===== src/hw/rtl/dsa_sign_and_verify_unit_macros.svh =====
// Assertion macros for the DSA sign and verify unit.
// Used by dsa_sign_and_verify_unit; needs clk and rst_n in scope.
`ifndef DSA_SIGN_AND_VERIFY_UNIT_MACROS_SVH
`define DSA_SIGN_AND_VERIFY_UNIT_MACROS_SVH
`ifndef SYNTHESIS
`define DSA_ASSERT_SAME(label, ante, cons) \
    label: assert property (@(posedge clk) disable iff (!rst_n) (ante) |-> (cons)) \
        else $error("dsa assertion failed");
`define DSA_ASSERT_NEXT(label, ante, cons) \
    label: assert property (@(posedge clk) disable iff (!rst_n) (ante) |=> (cons)) \
        else $error("dsa assertion failed");
`else
`define DSA_ASSERT_SAME(label, ante, cons)
`define DSA_ASSERT_NEXT(label, ante, cons)
`endif
`endif


===== src/hw/rtl/dsa_pkg.sv =====
// Shared types and constants of the DSA sign and verify unit.
// No dependencies; used by dsa_alu and dsa_sign_and_verify_unit.
`default_nettype none
package dsa_pkg;

    localparam int DSA_WORD_BITS = 32;

    localparam logic [31:0] PRIME_RESET     = 32'd23;
    localparam logic [31:0] ORDER_RESET     = 32'd11;
    localparam logic [31:0] GENERATOR_RESET = 32'd2;
    localparam logic [31:0] SECRET_RESET    = 32'd3;
    localparam logic [31:0] NONCE_RESET     = 32'd7;

    localparam logic [2:0] CFG_PRIME     = 3'd0;
    localparam logic [2:0] CFG_ORDER     = 3'd1;
    localparam logic [2:0] CFG_GENERATOR = 3'd2;
    localparam logic [2:0] CFG_SECRET    = 3'd3;
    localparam logic [2:0] CFG_NONCE     = 3'd4;

    typedef enum logic {
        ALU_MULMOD,
        ALU_DIVMOD
    } alu_op_t;

    typedef struct packed {
        logic    go;
        alu_op_t op;
    } alu_cmd_t;

    typedef enum logic [5:0] {
        ST_IDLE,
        ST_ALU,
        ST_GCD_LOOP,
        ST_GCD_STEP,
        ST_R_RED,
        ST_HQ,
        ST_XR,
        ST_T,
        ST_S_MUL,
        ST_S_SET,
        ST_Y_SET,
        ST_U1,
        ST_U2,
        ST_V1,
        ST_V2,
        ST_VM,
        ST_VR,
        ST_FIN,
        ST_P_INIT,
        ST_P_BASE,
        ST_P_LOOP,
        ST_P_ACC,
        ST_P_SQ,
        ST_P_SQD,
        ST_I_INIT,
        ST_I_R1,
        ST_I_LOOP,
        ST_I_QQ,
        ST_I_NT
    } dsa_state_t;

endpackage
`default_nettype wire


===== src/hw/rtl/dsa_alu.sv =====
// Shared iterative unit: modular multiply (double-and-add) and restoring divide.
// Depends on dsa_pkg.
`default_nettype none
module dsa_alu #(
    parameter int WORD_BITS = dsa_pkg::DSA_WORD_BITS
) (
    input  wire logic                 clk,
    input  wire logic                 rst_n,
    input  wire dsa_pkg::alu_cmd_t    cmd,
    input  wire logic [WORD_BITS-1:0] a,
    input  wire logic [WORD_BITS-1:0] b,
    input  wire logic [WORD_BITS-1:0] m,
    output logic                      done,
    output logic [WORD_BITS-1:0]      res,
    output logic [WORD_BITS-1:0]      quo
);
    import dsa_pkg::*;

    localparam int W  = WORD_BITS;
    localparam int CW = $clog2(WORD_BITS);

    logic [W-1:0]  a_reg, a_next;
    logic [W-1:0]  b_reg, b_next;
    logic [W-1:0]  m_reg, m_next;
    logic [W-1:0]  quo_reg, quo_next;
    logic [W:0]    acc_reg, acc_next;
    logic [CW-1:0] idx_reg, idx_next;
    logic          busy_reg, busy_next;
    logic          add_reg, add_next;
    logic          done_reg, done_next;
    alu_op_t       op_reg, op_next;

    logic [W:0] opnd;
    logic [W:0] diff;
    logic [W:0] sel;
    logic       ge;

    always_comb
    begin
        if (op_reg == ALU_MULMOD)
        begin
            opnd = acc_reg + (add_reg ? {1'b0, a_reg} : acc_reg);
        end
        else
        begin
            opnd = {acc_reg[W-1:0], quo_reg[W-1]};
        end
        ge   = (opnd >= {1'b0, m_reg});
        diff = opnd - {1'b0, m_reg};
        sel  = ge ? diff : opnd;
    end

    always_comb
    begin
        a_next    = a_reg;
        b_next    = b_reg;
        m_next    = m_reg;
        quo_next  = quo_reg;
        acc_next  = acc_reg;
        idx_next  = idx_reg;
        busy_next = busy_reg;
        add_next  = add_reg;
        op_next   = op_reg;
        done_next = 1'b0;
        if (cmd.go)
        begin
            a_next    = a;
            b_next    = b;
            m_next    = m;
            op_next   = cmd.op;
            quo_next  = a;
            acc_next  = '0;
            idx_next  = CW'(W - 1);
            add_next  = 1'b0;
            busy_next = 1'b1;
        end
        else if (busy_reg)
        begin
            unique case (op_reg)
                ALU_DIVMOD:
                begin
                    acc_next = sel;
                    quo_next = {quo_reg[W-2:0], ge};
                    idx_next = idx_reg - CW'(1);
                    if (idx_reg == '0)
                    begin
                        busy_next = 1'b0;
                        done_next = 1'b1;
                    end
                end
                ALU_MULMOD:
                begin
                    if (!add_reg)
                    begin
                        acc_next = sel;
                        add_next = 1'b1;
                    end
                    else
                    begin
                        if (b_reg[idx_reg])
                        begin
                            acc_next = sel;
                        end
                        add_next = 1'b0;
                        idx_next = idx_reg - CW'(1);
                        if (idx_reg == '0)
                        begin
                            busy_next = 1'b0;
                            done_next = 1'b1;
                        end
                    end
                end
            endcase
        end
    end

    always_ff @(posedge clk or negedge rst_n)
    begin
        if (!rst_n)
        begin
            busy_reg <= 1'b0;
            add_reg  <= 1'b0;
            done_reg <= 1'b0;
            op_reg   <= ALU_MULMOD;
            idx_reg  <= '0;
        end
        else
        begin
            busy_reg <= busy_next;
            add_reg  <= add_next;
            done_reg <= done_next;
            op_reg   <= op_next;
            idx_reg  <= idx_next;
        end
    end

    always_ff @(posedge clk)
    begin
        a_reg   <= a_next;
        b_reg   <= b_next;
        m_reg   <= m_next;
        quo_reg <= quo_next;
        acc_reg <= acc_next;
    end

    assign done = done_reg;
    assign res  = (m_reg == '0) ? '0 : acc_reg[W-1:0];
    assign quo  = quo_reg;

endmodule
`default_nettype wire


===== src/hw/rtl/dsa_sign_and_verify_unit.sv =====
// Top level of the DSA sign and verify unit: sequencer around one shared unit.
// Depends on dsa_pkg, dsa_alu and dsa_sign_and_verify_unit_macros.svh.
//
//   channel   handshake               payload
//   input     start / busy            message_hash
//   result    done (strobe)           sig_r, sig_s, sig_valid
//   config    cfg_valid / cfg_ready   cfg_index, cfg_data
//
// One transaction runs from start to done as a chain of modular multiplies and
// divisions on the shared unit: the nonce search, four exponentiations and two
// inverses chain them.
// busy stays high until done; rst_n clears the sequencer and loads reset values.
// done lasts one cycle and the receiver cannot stall it.
`default_nettype none
`include "dsa_sign_and_verify_unit_macros.svh"
module dsa_sign_and_verify_unit #(
    parameter int WORD_BITS = dsa_pkg::DSA_WORD_BITS
) (
    input  wire logic        clk,
    input  wire logic        rst_n,
    input  wire logic        start,
    output logic             busy,
    input  wire logic [31:0] message_hash,
    output logic             done,
    output logic [31:0]      sig_r,
    output logic [31:0]      sig_s,
    output logic             sig_valid,
    input  wire logic        cfg_valid,
    output logic             cfg_ready,
    input  wire logic [2:0]  cfg_index,
    input  wire logic [31:0] cfg_data
);
    import dsa_pkg::*;

    localparam int W = WORD_BITS;

    logic [W-1:0] p_reg, q_reg, g_reg, x_reg, n_reg;
    logic [W-1:0] h_reg, h_next, k_reg, k_next;
    logic [W-1:0] r0_reg, r0_next, r1_reg, r1_next;
    logic [W-1:0] t0_reg, t0_next, t1_reg, t1_next;
    logic [W-1:0] nr_reg, nr_next, inv_reg, inv_next;
    logic [W-1:0] r_reg, r_next, hq_reg, hq_next, t_reg, t_next;
    logic [W-1:0] s_reg, s_next, y_reg, y_next;
    logic [W-1:0] u1_reg, u1_next, u2_reg, u2_next, v1_reg, v1_next;
    logic [W-1:0] pa_reg, pa_next, pb_reg, pb_next, pe_reg, pe_next;
    logic         valid_reg, valid_next;
    logic         done_reg, done_next;
    dsa_state_t   state_reg, state_next;
    dsa_state_t   alu_ret_reg, alu_ret_next;
    dsa_state_t   pow_ret_reg, pow_ret_next;
    dsa_state_t   inv_ret_reg, inv_ret_next;

    alu_cmd_t     alu_cmd;
    logic [W-1:0] alu_a, alu_b, alu_m, alu_res, alu_quo;
    logic         alu_done;
    logic [W:0]   tsum;

    dsa_alu #(
        .WORD_BITS (WORD_BITS)
    ) u_alu (
        .clk   (clk),
        .rst_n (rst_n),
        .cmd   (alu_cmd),
        .a     (alu_a),
        .b     (alu_b),
        .m     (alu_m),
        .done  (alu_done),
        .res   (alu_res),
        .quo   (alu_quo)
    );

    assign tsum = {1'b0, hq_reg} + {1'b0, alu_res};

    always_comb
    begin
        state_next   = state_reg;
        alu_ret_next = alu_ret_reg;
        pow_ret_next = pow_ret_reg;
        inv_ret_next = inv_ret_reg;
        h_next   = h_reg;
        k_next   = k_reg;
        r0_next  = r0_reg;
        r1_next  = r1_reg;
        t0_next  = t0_reg;
        t1_next  = t1_reg;
        nr_next  = nr_reg;
        inv_next = inv_reg;
        r_next   = r_reg;
        hq_next  = hq_reg;
        t_next   = t_reg;
        s_next   = s_reg;
        y_next   = y_reg;
        u1_next  = u1_reg;
        u2_next  = u2_reg;
        v1_next  = v1_reg;
        pa_next  = pa_reg;
        pb_next  = pb_reg;
        pe_next  = pe_reg;
        valid_next = valid_reg;
        done_next  = 1'b0;
        alu_cmd.go = 1'b0;
        alu_cmd.op = ALU_DIVMOD;
        alu_a = r0_reg;
        alu_b = r1_reg;
        alu_m = q_reg;
        unique case (state_reg)
            ST_IDLE:
            begin
                if (start)
                begin
                    h_next = W'(message_hash);
                    k_next = n_reg;
                    if (q_reg != '0)
                    begin
                        r0_next    = n_reg;
                        r1_next    = q_reg;
                        state_next = ST_GCD_LOOP;
                    end
                    else
                    begin
                        pb_next      = g_reg;
                        pe_next      = n_reg;
                        pow_ret_next = ST_R_RED;
                        state_next   = ST_P_INIT;
                    end
                end
            end
            ST_ALU:
            begin
                if (alu_done)
                begin
                    state_next = alu_ret_reg;
                end
            end
            ST_GCD_LOOP:
            begin
                if (r1_reg == '0)
                begin
                    if (r0_reg == W'(1))
                    begin
                        pb_next      = g_reg;
                        pe_next      = k_reg;
                        pow_ret_next = ST_R_RED;
                        state_next   = ST_P_INIT;
                    end
                    else
                    begin
                        k_next  = k_reg + W'(1);
                        r0_next = k_reg + W'(1);
                        r1_next = q_reg;
                    end
                end
                else
                begin
                    alu_cmd.go   = 1'b1;
                    alu_a        = r0_reg;
                    alu_m        = r1_reg;
                    alu_ret_next = ST_GCD_STEP;
                    state_next   = ST_ALU;
                end
            end
            ST_GCD_STEP:
            begin
                r0_next    = r1_reg;
                r1_next    = alu_res;
                state_next = ST_GCD_LOOP;
            end
            ST_R_RED:
            begin
                alu_cmd.go   = 1'b1;
                alu_a        = pa_reg;
                alu_m        = q_reg;
                alu_ret_next = ST_HQ;
                state_next   = ST_ALU;
            end
            ST_HQ:
            begin
                r_next       = alu_res;
                alu_cmd.go   = 1'b1;
                alu_a        = h_reg;
                alu_m        = q_reg;
                alu_ret_next = ST_XR;
                state_next   = ST_ALU;
            end
            ST_XR:
            begin
                hq_next      = alu_res;
                alu_cmd.go   = 1'b1;
                alu_cmd.op   = ALU_MULMOD;
                alu_a        = r_reg;
                alu_b        = x_reg;
                alu_m        = q_reg;
                alu_ret_next = ST_T;
                state_next   = ST_ALU;
            end
            ST_T:
            begin
                t_next       = (tsum >= {1'b0, q_reg}) ? W'(tsum - {1'b0, q_reg})
                                                       : W'(tsum);
                r1_next      = k_reg;
                inv_ret_next = ST_S_MUL;
                state_next   = ST_I_INIT;
            end
            ST_S_MUL:
            begin
                alu_cmd.go   = 1'b1;
                alu_cmd.op   = ALU_MULMOD;
                alu_a        = inv_reg;
                alu_b        = t_reg;
                alu_m        = q_reg;
                alu_ret_next = ST_S_SET;
                state_next   = ST_ALU;
            end
            ST_S_SET:
            begin
                s_next       = alu_res;
                pb_next      = g_reg;
                pe_next      = x_reg;
                pow_ret_next = ST_Y_SET;
                state_next   = ST_P_INIT;
            end
            ST_Y_SET:
            begin
                y_next       = pa_reg;
                r1_next      = s_reg;
                inv_ret_next = ST_U1;
                state_next   = ST_I_INIT;
            end
            ST_U1:
            begin
                alu_cmd.go   = 1'b1;
                alu_cmd.op   = ALU_MULMOD;
                alu_a        = inv_reg;
                alu_b        = h_reg;
                alu_m        = q_reg;
                alu_ret_next = ST_U2;
                state_next   = ST_ALU;
            end
            ST_U2:
            begin
                u1_next      = alu_res;
                alu_cmd.go   = 1'b1;
                alu_cmd.op   = ALU_MULMOD;
                alu_a        = inv_reg;
                alu_b        = r_reg;
                alu_m        = q_reg;
                alu_ret_next = ST_V1;
                state_next   = ST_ALU;
            end
            ST_V1:
            begin
                u2_next      = alu_res;
                pb_next      = g_reg;
                pe_next      = u1_reg;
                pow_ret_next = ST_V2;
                state_next   = ST_P_INIT;
            end
            ST_V2:
            begin
                v1_next      = pa_reg;
                pb_next      = y_reg;
                pe_next      = u2_reg;
                pow_ret_next = ST_VM;
                state_next   = ST_P_INIT;
            end
            ST_VM:
            begin
                alu_cmd.go   = 1'b1;
                alu_cmd.op   = ALU_MULMOD;
                alu_a        = v1_reg;
                alu_b        = pa_reg;
                alu_m        = p_reg;
                alu_ret_next = ST_VR;
                state_next   = ST_ALU;
            end
            ST_VR:
            begin
                alu_cmd.go   = 1'b1;
                alu_a        = alu_res;
                alu_m        = q_reg;
                alu_ret_next = ST_FIN;
                state_next   = ST_ALU;
            end
            ST_FIN:
            begin
                valid_next = (alu_res == r_reg);
                done_next  = 1'b1;
                state_next = ST_IDLE;
            end
            ST_P_INIT:
            begin
                pa_next      = (p_reg > W'(1)) ? W'(1) : '0;
                alu_cmd.go   = 1'b1;
                alu_a        = pb_reg;
                alu_m        = p_reg;
                alu_ret_next = ST_P_BASE;
                state_next   = ST_ALU;
            end
            ST_P_BASE:
            begin
                pb_next    = alu_res;
                state_next = ST_P_LOOP;
            end
            ST_P_LOOP:
            begin
                if (pe_reg == '0)
                begin
                    state_next = pow_ret_reg;
                end
                else if (pe_reg[0])
                begin
                    alu_cmd.go   = 1'b1;
                    alu_cmd.op   = ALU_MULMOD;
                    alu_a        = pa_reg;
                    alu_b        = pb_reg;
                    alu_m        = p_reg;
                    alu_ret_next = ST_P_ACC;
                    state_next   = ST_ALU;
                end
                else
                begin
                    state_next = ST_P_SQ;
                end
            end
            ST_P_ACC:
            begin
                pa_next    = alu_res;
                state_next = ST_P_SQ;
            end
            ST_P_SQ:
            begin
                alu_cmd.go   = 1'b1;
                alu_cmd.op   = ALU_MULMOD;
                alu_a        = pb_reg;
                alu_b        = pb_reg;
                alu_m        = p_reg;
                alu_ret_next = ST_P_SQD;
                state_next   = ST_ALU;
            end
            ST_P_SQD:
            begin
                pb_next    = alu_res;
                pe_next    = pe_reg >> 1;
                state_next = ST_P_LOOP;
            end
            ST_I_INIT:
            begin
                if (q_reg <= W'(1))
                begin
                    inv_next   = '0;
                    state_next = inv_ret_reg;
                end
                else
                begin
                    r0_next      = q_reg;
                    t0_next      = '0;
                    t1_next      = W'(1);
                    alu_cmd.go   = 1'b1;
                    alu_a        = r1_reg;
                    alu_m        = q_reg;
                    alu_ret_next = ST_I_R1;
                    state_next   = ST_ALU;
                end
            end
            ST_I_R1:
            begin
                r1_next    = alu_res;
                state_next = ST_I_LOOP;
            end
            ST_I_LOOP:
            begin
                if (r1_reg == '0)
                begin
                    inv_next   = (r0_reg == W'(1)) ? t0_reg : W'(1);
                    state_next = inv_ret_reg;
                end
                else
                begin
                    alu_cmd.go   = 1'b1;
                    alu_a        = r0_reg;
                    alu_m        = r1_reg;
                    alu_ret_next = ST_I_QQ;
                    state_next   = ST_ALU;
                end
            end
            ST_I_QQ:
            begin
                nr_next      = alu_res;
                alu_cmd.go   = 1'b1;
                alu_cmd.op   = ALU_MULMOD;
                alu_a        = t1_reg;
                alu_b        = alu_quo;
                alu_m        = q_reg;
                alu_ret_next = ST_I_NT;
                state_next   = ST_ALU;
            end
            ST_I_NT:
            begin
                t1_next    = (t0_reg >= alu_res) ? t0_reg - alu_res
                                                 : t0_reg + (q_reg - alu_res);
                t0_next    = t1_reg;
                r0_next    = r1_reg;
                r1_next    = nr_reg;
                state_next = ST_I_LOOP;
            end
            default:
            begin
                state_next = ST_IDLE;
            end
        endcase
    end

    always_ff @(posedge clk or negedge rst_n)
    begin
        if (!rst_n)
        begin
            state_reg   <= ST_IDLE;
            alu_ret_reg <= ST_IDLE;
            pow_ret_reg <= ST_IDLE;
            inv_ret_reg <= ST_IDLE;
            done_reg    <= 1'b0;
            p_reg       <= W'(PRIME_RESET);
            q_reg       <= W'(ORDER_RESET);
            g_reg       <= W'(GENERATOR_RESET);
            x_reg       <= W'(SECRET_RESET);
            n_reg       <= W'(NONCE_RESET);
        end
        else
        begin
            state_reg   <= state_next;
            alu_ret_reg <= alu_ret_next;
            pow_ret_reg <= pow_ret_next;
            inv_ret_reg <= inv_ret_next;
            done_reg    <= done_next;
            if (cfg_valid && cfg_ready)
            begin
                unique case (cfg_index)
                    CFG_PRIME:     p_reg <= W'(cfg_data);
                    CFG_ORDER:     q_reg <= W'(cfg_data);
                    CFG_GENERATOR: g_reg <= W'(cfg_data);
                    CFG_SECRET:    x_reg <= W'(cfg_data);
                    CFG_NONCE:     n_reg <= W'(cfg_data);
                    default:       ;
                endcase
            end
        end
    end

    always_ff @(posedge clk)
    begin
        h_reg     <= h_next;
        k_reg     <= k_next;
        r0_reg    <= r0_next;
        r1_reg    <= r1_next;
        t0_reg    <= t0_next;
        t1_reg    <= t1_next;
        nr_reg    <= nr_next;
        inv_reg   <= inv_next;
        r_reg     <= r_next;
        hq_reg    <= hq_next;
        t_reg     <= t_next;
        s_reg     <= s_next;
        y_reg     <= y_next;
        u1_reg    <= u1_next;
        u2_reg    <= u2_next;
        v1_reg    <= v1_next;
        pa_reg    <= pa_next;
        pb_reg    <= pb_next;
        pe_reg    <= pe_next;
        valid_reg <= valid_next;
    end

    assign busy      = (state_reg != ST_IDLE);
    assign cfg_ready = 1'b1;
    assign done      = done_reg;
    assign sig_r     = 32'(r_reg);
    assign sig_s     = 32'(s_reg);
    assign sig_valid = valid_reg;

    `DSA_ASSERT_SAME(a_done_idle, done, !busy)
    `DSA_ASSERT_NEXT(a_start_busy, start && !busy, busy)
    `DSA_ASSERT_NEXT(a_done_pulse, done, !done)
    `DSA_ASSERT_SAME(a_alu_quiet, alu_cmd.go, state_reg != ST_ALU && state_reg != ST_IDLE)

endmodule
`default_nettype wire

===== config.mk =====
export PLATFORM = sky130hd
export DESIGN_NAME = dsa_sign_and_verify_unit
export DESIGN_NICKNAME = d
export VERILOG_FILES = /design/src/hw/rtl/dsa_pkg.sv /design/src/hw/rtl/dsa_alu.sv /design/src/hw/rtl/dsa_sign_and_verify_unit.sv
export VERILOG_INCLUDE_DIRS = /design/src /design/src/hw/rtl
export SDC_FILE = /design/constraint.sdc
export NUM_CORES = 2
export LEC_CHECK = 0
export ABC_AREA = 1
export BUFFER_PORTS_ARGS = -buffer_cell sky130_fd_sc_hd__buf_2
export CORE_AREA = 2 2 231 461
export CTS_BUF_LIST = sky130_fd_sc_hd__clkbuf_8
export CTS_CLUSTER_SIZE = 14
export DETAILED_ROUTE_END_ITERATION = 8
export DIE_AREA = 0 0 233 463
export PLACE_DENSITY = 0.7
export SETUP_SLACK_MARGIN = 0.4
export SLEW_MARGIN = 5
export SYNTH_ARGS = -nofsm -noshare
export SYNTH_HDL_FRONTEND = slang
export SYNTH_SLANG_ARGS = --single-unit

===== constraint.sdc =====
create_clock -name clk -period 7.6 [get_ports clk]
set_input_delay 0 -clock clk [delete_from_list [all_inputs] [get_ports clk]]
set_output_delay 0 -clock clk [all_outputs]
set_load 0.05 [all_outputs]

==> summary.txt, run 1 <==
Outcome
  • Outcome: did not finish
  • Stop stage: global routing (5_1_grt)
  • Err: [ERROR GRT-0116] Global routing finished with congestion. Check the congestion regions in the DRC Viewer.

Synthesis
  • Dominant cell by count in the synthesized netlist: nand2_1
  • Post-Syn Area: 56110 um^2
  • Post-Syn Nets: 6935
  • Area contributors post-synth: edfxtp_1 39%, nand2_1 11%, dfrtp_1 7.7%
  • Top post-synthesis cells by count: 1634 x nand2_1, 878 x inv_1, 737 x edfxtp_1
  • Netlist cell types: 60
  • Post-synthesis sequential area ratio: 48.90%
  • Synthesized flop and latch total: 955
  • Post-synth EDFFs: 737
  • Top-area cell type share of the netlist area: 39.44%
  • Cells after Synth: 6634
  • Synth warn: 0
  • Largest area contributor in the netlist: edfxtp_1
  • Ys async rst share: 19.37%
  • Syn avg cell area: 8.458 um^2
  • Ys flop type: edfxtp_1

CTS
  • Num CTS Buffers: 144
  • Post-CTS setup repair buffer count: 0
  • H-tree depth: 4
  • CTS Buffer Depth: 3
  • # clock sinks: 955
  • CTS root buf: clkbuf_8

Global route
  • Total GRT Usage: 63.80%
  • First-pass GRT wire length: 475.8 mm
  • Largest net degree at the start of global routing: 144
  • Vias in the first global route: 59070
  • Total gr overflow: 14

Die
  • Initial Utilization: 53.71%
  • Chip Width: 233 um
  • Top Ports: 139
  • Die H: 463 um
  • Rows: 168

Place
  • PortBufs: 137
  • HPWL after DPL: 232.8 mm
  • Gpl congestion: 1.167
  • Placed cell areas: 58770 um^2
-- repair_timing --
item                       in CTS
hold buffers                  108
gates resized for setup         0
setup endpoints to repair       0
hold endpoints to repair      402
-- layer usage --
layer / GRT overflow / global-route usage [%]
met1: 0 / 61.35
met2: 4 / 87.47
met3: 0 / 39.39
met4: 10 / 68.69
met5: 0 / 9.007
-- per-stage QoR --
step | instances | setup WS (ns) | util, %
CTS | 8396 | 1.094 | 60.16
detailed placement | 8023 | 1.102 | 56.26
global placement | 8023 | 1.097 | 56.26
floorplan | 6634 | 2.204 | -
-- kinds of logic after synthesis --
kind of cell               Yosys count  share of synthesized area (%)
and+or+nand+nor                   2808                          20.59
buffers and inverters             1149                          7.856
muxes                                1                        0.01784
xor gates and xnor gates           157                          2.451
adders and majority gates          230                          5.611
other                                1                       0.006684
DFF                                955                          48.90
AOI/OAI and AO/OA                 1333                          14.56
==> inputs of run 2 (changes only) <==
Settings changed: CORE_AREA 2 2 231 461 to 2 2 383 385, CTS_BUF_LIST sky130_fd_sc_hd__clkbuf_8 to unset, CTS_CLUSTER_SIZE 14 to unset, DIE_AREA 0 0 233 463 to 0 0 385 387, PLACE_DENSITY 0.7 to unset, PLACE_DENSITY_LB_ADDON set to 0.15, SETUP_SLACK_MARGIN 0.4 to unset.
==> summary.txt, run 2 <==
Synthesis
  • Post-synth EDFFs: 737
  • Largest area contributor in the netlist: edfxtp_1
  • Synthesized flop and latch total: 955
  • Cells after Synth: 6634
  • Post-Syn Nets: 6935
  • Ys flop type: edfxtp_1
  • Netlist cell types: 60
  • Ys async rst share: 19.37%
  • Top-area cell type share of the netlist area: 39.44%
  • Syn avg cell area: 8.458 um^2
  • Dominant cell by count in the synthesized netlist: nand2_1
  • Top post-synthesis cells by count: 1634 x nand2_1, 878 x inv_1, 737 x edfxtp_1
  • Area contributors post-synth: edfxtp_1 39%, nand2_1 11%, dfrtp_1 7.7%
  • Post-Syn Area: 56110 um^2
  • Synth warn: 0
  • Post-synthesis sequential area ratio: 48.90%

Detailed routing
  • Vias per Instance: 5.989
  • Detailed Route Iter0 Violations: 7530
  • Post-DRT Antenna Nets: 0
  • Routed WL: 294.1 mm
  • WL per Instance: 33.03 um
  • DR pass1 iterations: 6
  • Via Count: 53330
  • DRC viols: 0

Layout
  • Max reg flops: 33
  • NumNets Final: 7177
  • Most frequent cells in the layout: 1627 x nand2_1, 872 x inv_1, 737 x edfxtp_1
  • Layout Cells excl Fill: 8905
  • Layout cells sized above 1: 8.303%
  • Most common cell after layout, fill and taps aside: nand2_1
  • Fill cells: 14400
  • Fin area: 64260 um^2
  • Area delta synth->final: 14.52%

STA
  • RSZ-0062 raised after global routing: false
  • Max Clock Skew: 0.05995 ns
  • Finish-stage setup viols: 0
  • Setup_tns: 0 ns
  • F_max: 0.1569 GHz
  • Rel. slew slack: 14.97%
  • Slew @ Worst Pin: 1.275 ns
  • Period utilization: 83.86%
  • Min Tclk post-route: 6.374 ns
  • Final Hold Fails: 0
  • Pins over their slew limit: 0

Critical path
  • Kind of critical path: flip-flop to flip-flop
  • Data required time of the critical path: 8.11 ns
  • CP max-delay cell: nor2_4
  • FF-to-FF End: t_reg[8]
  • Reg2reg start: u_alu.m_reg[28]
  • WP data arrival: 6.89 ns
  • Setup crit end kind: flip-flop
  • Crit-path max cell delay: 0.58 ns
  • R2R setup slack: 1.23 ns
  • R2r worst-path depth: 28
  • Critical Path Fanout Max: 42
  • Startpoint types: flip-flop

Die
  • Chip Width: 385 um
  • Top Ports: 139
  • Rows: 140
  • Initial Utilization: 38.73%
  • Core area: 144900 um^2
  • Die H: 387 um
  • Die Footprint: 149000 um^2

Hold path
  • Worst Min Path Start: cfg_data[25]
  • Hold depth: 4
  • HP Class: primary input to flip-flop
  • Hold EP: q_reg[25]

Global route
  • Largest net degree at the start of global routing: 80
  • Antenna violations before repair: 27
  • Total gr overflow: 0
  • First-pass GRT wire length: 400.9 mm
  • Vias in the first global route: 49480
  • Total GRT Usage: 38.71%

CTS
  • # clock sinks: 955
  • Post-CTS Hold Fix Bufs: 104
  • CTS tree: yes
  • Clock latency on the worst-skew pair: 0.79 ns
  • Post-CTS Resized: 0
  • Num CTS Buffers: 110
  • Post-CTS setup repair buffer count: 0
  • CTS Buffer Depth: 3
  • Clock slew at reported path FFs: 0.06 ns
  • H-tree depth: 3
  • CTS root buf: clkbuf_16

Run
  • Max Cap Viol: 0

Place
  • HPWL after DPL: 224.4 mm
  • Placed cell areas: 59440 um^2
  • Gpl congestion: 1.084
  • PortBufs: 137
  • Inst Count DP: 8575

Pwr
  • PD cells: 492.1 nW/um^2
  • IR drop worst, VDD: 0.0002621 V
  • Leakage: 0.02746 uW

Outcome
  • Outcome: complete, no violations
## run 2: cell counts after synthesis
Identical to the previous run, type by type.
## run 2: kinds of logic after synthesis
logic type               synth area share (%)
multiplexers                          0.01784
adder cells (fa/ha/maj)                 5.611
AO/OA/AOI/OAI                           14.56
buffers and inverters                   7.856
other                                0.006684
XOR/XNOR                                2.451
flip-flops                              48.90
AND/OR/NAND/NOR                         20.59
## run 2: per-layer routing
metal	up-vias	share of wire [%]	global-route usage, %	wire [um]
met1	26170	39	50.66	114700
met2	3355	42	56.05	123700
li1	23200	-	-	-
met4	6	7.5	24.36	21970
met5	-	0.014	0	40
met3	605	11	11.05	33710
## run 2: power by group
| part | total, uW | leakage [uW] | internal (uW) | switching [uW] |
|---|---|---|---|---|
| Sequential | 8530 | 0.00928 | 7440 | 1090 |
| Clock | 5570 | 0.00180 | 3090 | 2470 |
| Combinational | 17500 | 0.0164 | 5020 | 12500 |
## run 2: cell type report
| cell class | count | area (um^2) | area share, % |
|---|---|---|---|
| Tap cell | 1917 | 2399 | 3.733 |
| Multi-Input combinational cell | 4530 | 24510 | 38.15 |
| Timing Repair Buffer | 368 | 2731 | 4.251 |
| Clock inverter | 63 | 699.4 | 1.088 |
| Antenna cell | 15 | 37.54 | 0.05842 |
| Clock buffer | 146 | 3010 | 4.685 |
| Inverter | 911 | 3426 | 5.331 |
| Sequential cell | 955 | 27440 | 42.70 |
## run 2: how the worst max path moves through the flow
| stage | to | slack [ns] | start | cells past startpoint |
|---|---|---|---|---|
| 6_report | t_reg[8] | 1.23 | u_alu.m_reg[28] | 28 |
| 5_1_grt | t_reg[0] | 0.82 | u_alu.m_reg[28] | 28 |
| 4_1_cts | t_reg[8] | 1.26 | u_alu.m_reg[28] | 28 |
| 3_5_place_dp | t_reg[5] | 1.26 | u_alu.m_reg[28] | 28 |
| 3_3_place_gp | t_reg[2] | 1.18 | u_alu.m_reg[28] | 29 |
| 2_1_floorplan | r1_reg[0] | 2.20 | state_reg[3] | 9 |
## run 2: worst max-delay path, delay by kind of cell (launching register included)
kind | cells | cell delay [ns]
compound gates | 7 | 1.49
xor+xnor | 1 | 0.24
fa+ha+maj | 3 | 1.03
buf+inv | 2 | 0.29
flops | 1 | 0.38
simple gates | 15 | 2.66
## run 2: per-stage QoR
step | total power (uW) | util, % | setup WS (ns) | hold WS (ns)
floorplan | 18540 | - | 2.204 | -0.2956
global placement | 25590 | 41.03 | 1.180 | 0.09435
detailed placement | 25470 | 41.03 | 1.261 | 0.09981
CTS | 31100 | 44.32 | 1.262 | 0.09992
global route | 33190 | 44.34 | 0.8236 | 0.1536
finish | 31620 | 44.36 | 1.226 | 0.1234
Note: power is estimated with default switching activity, not from simulation.
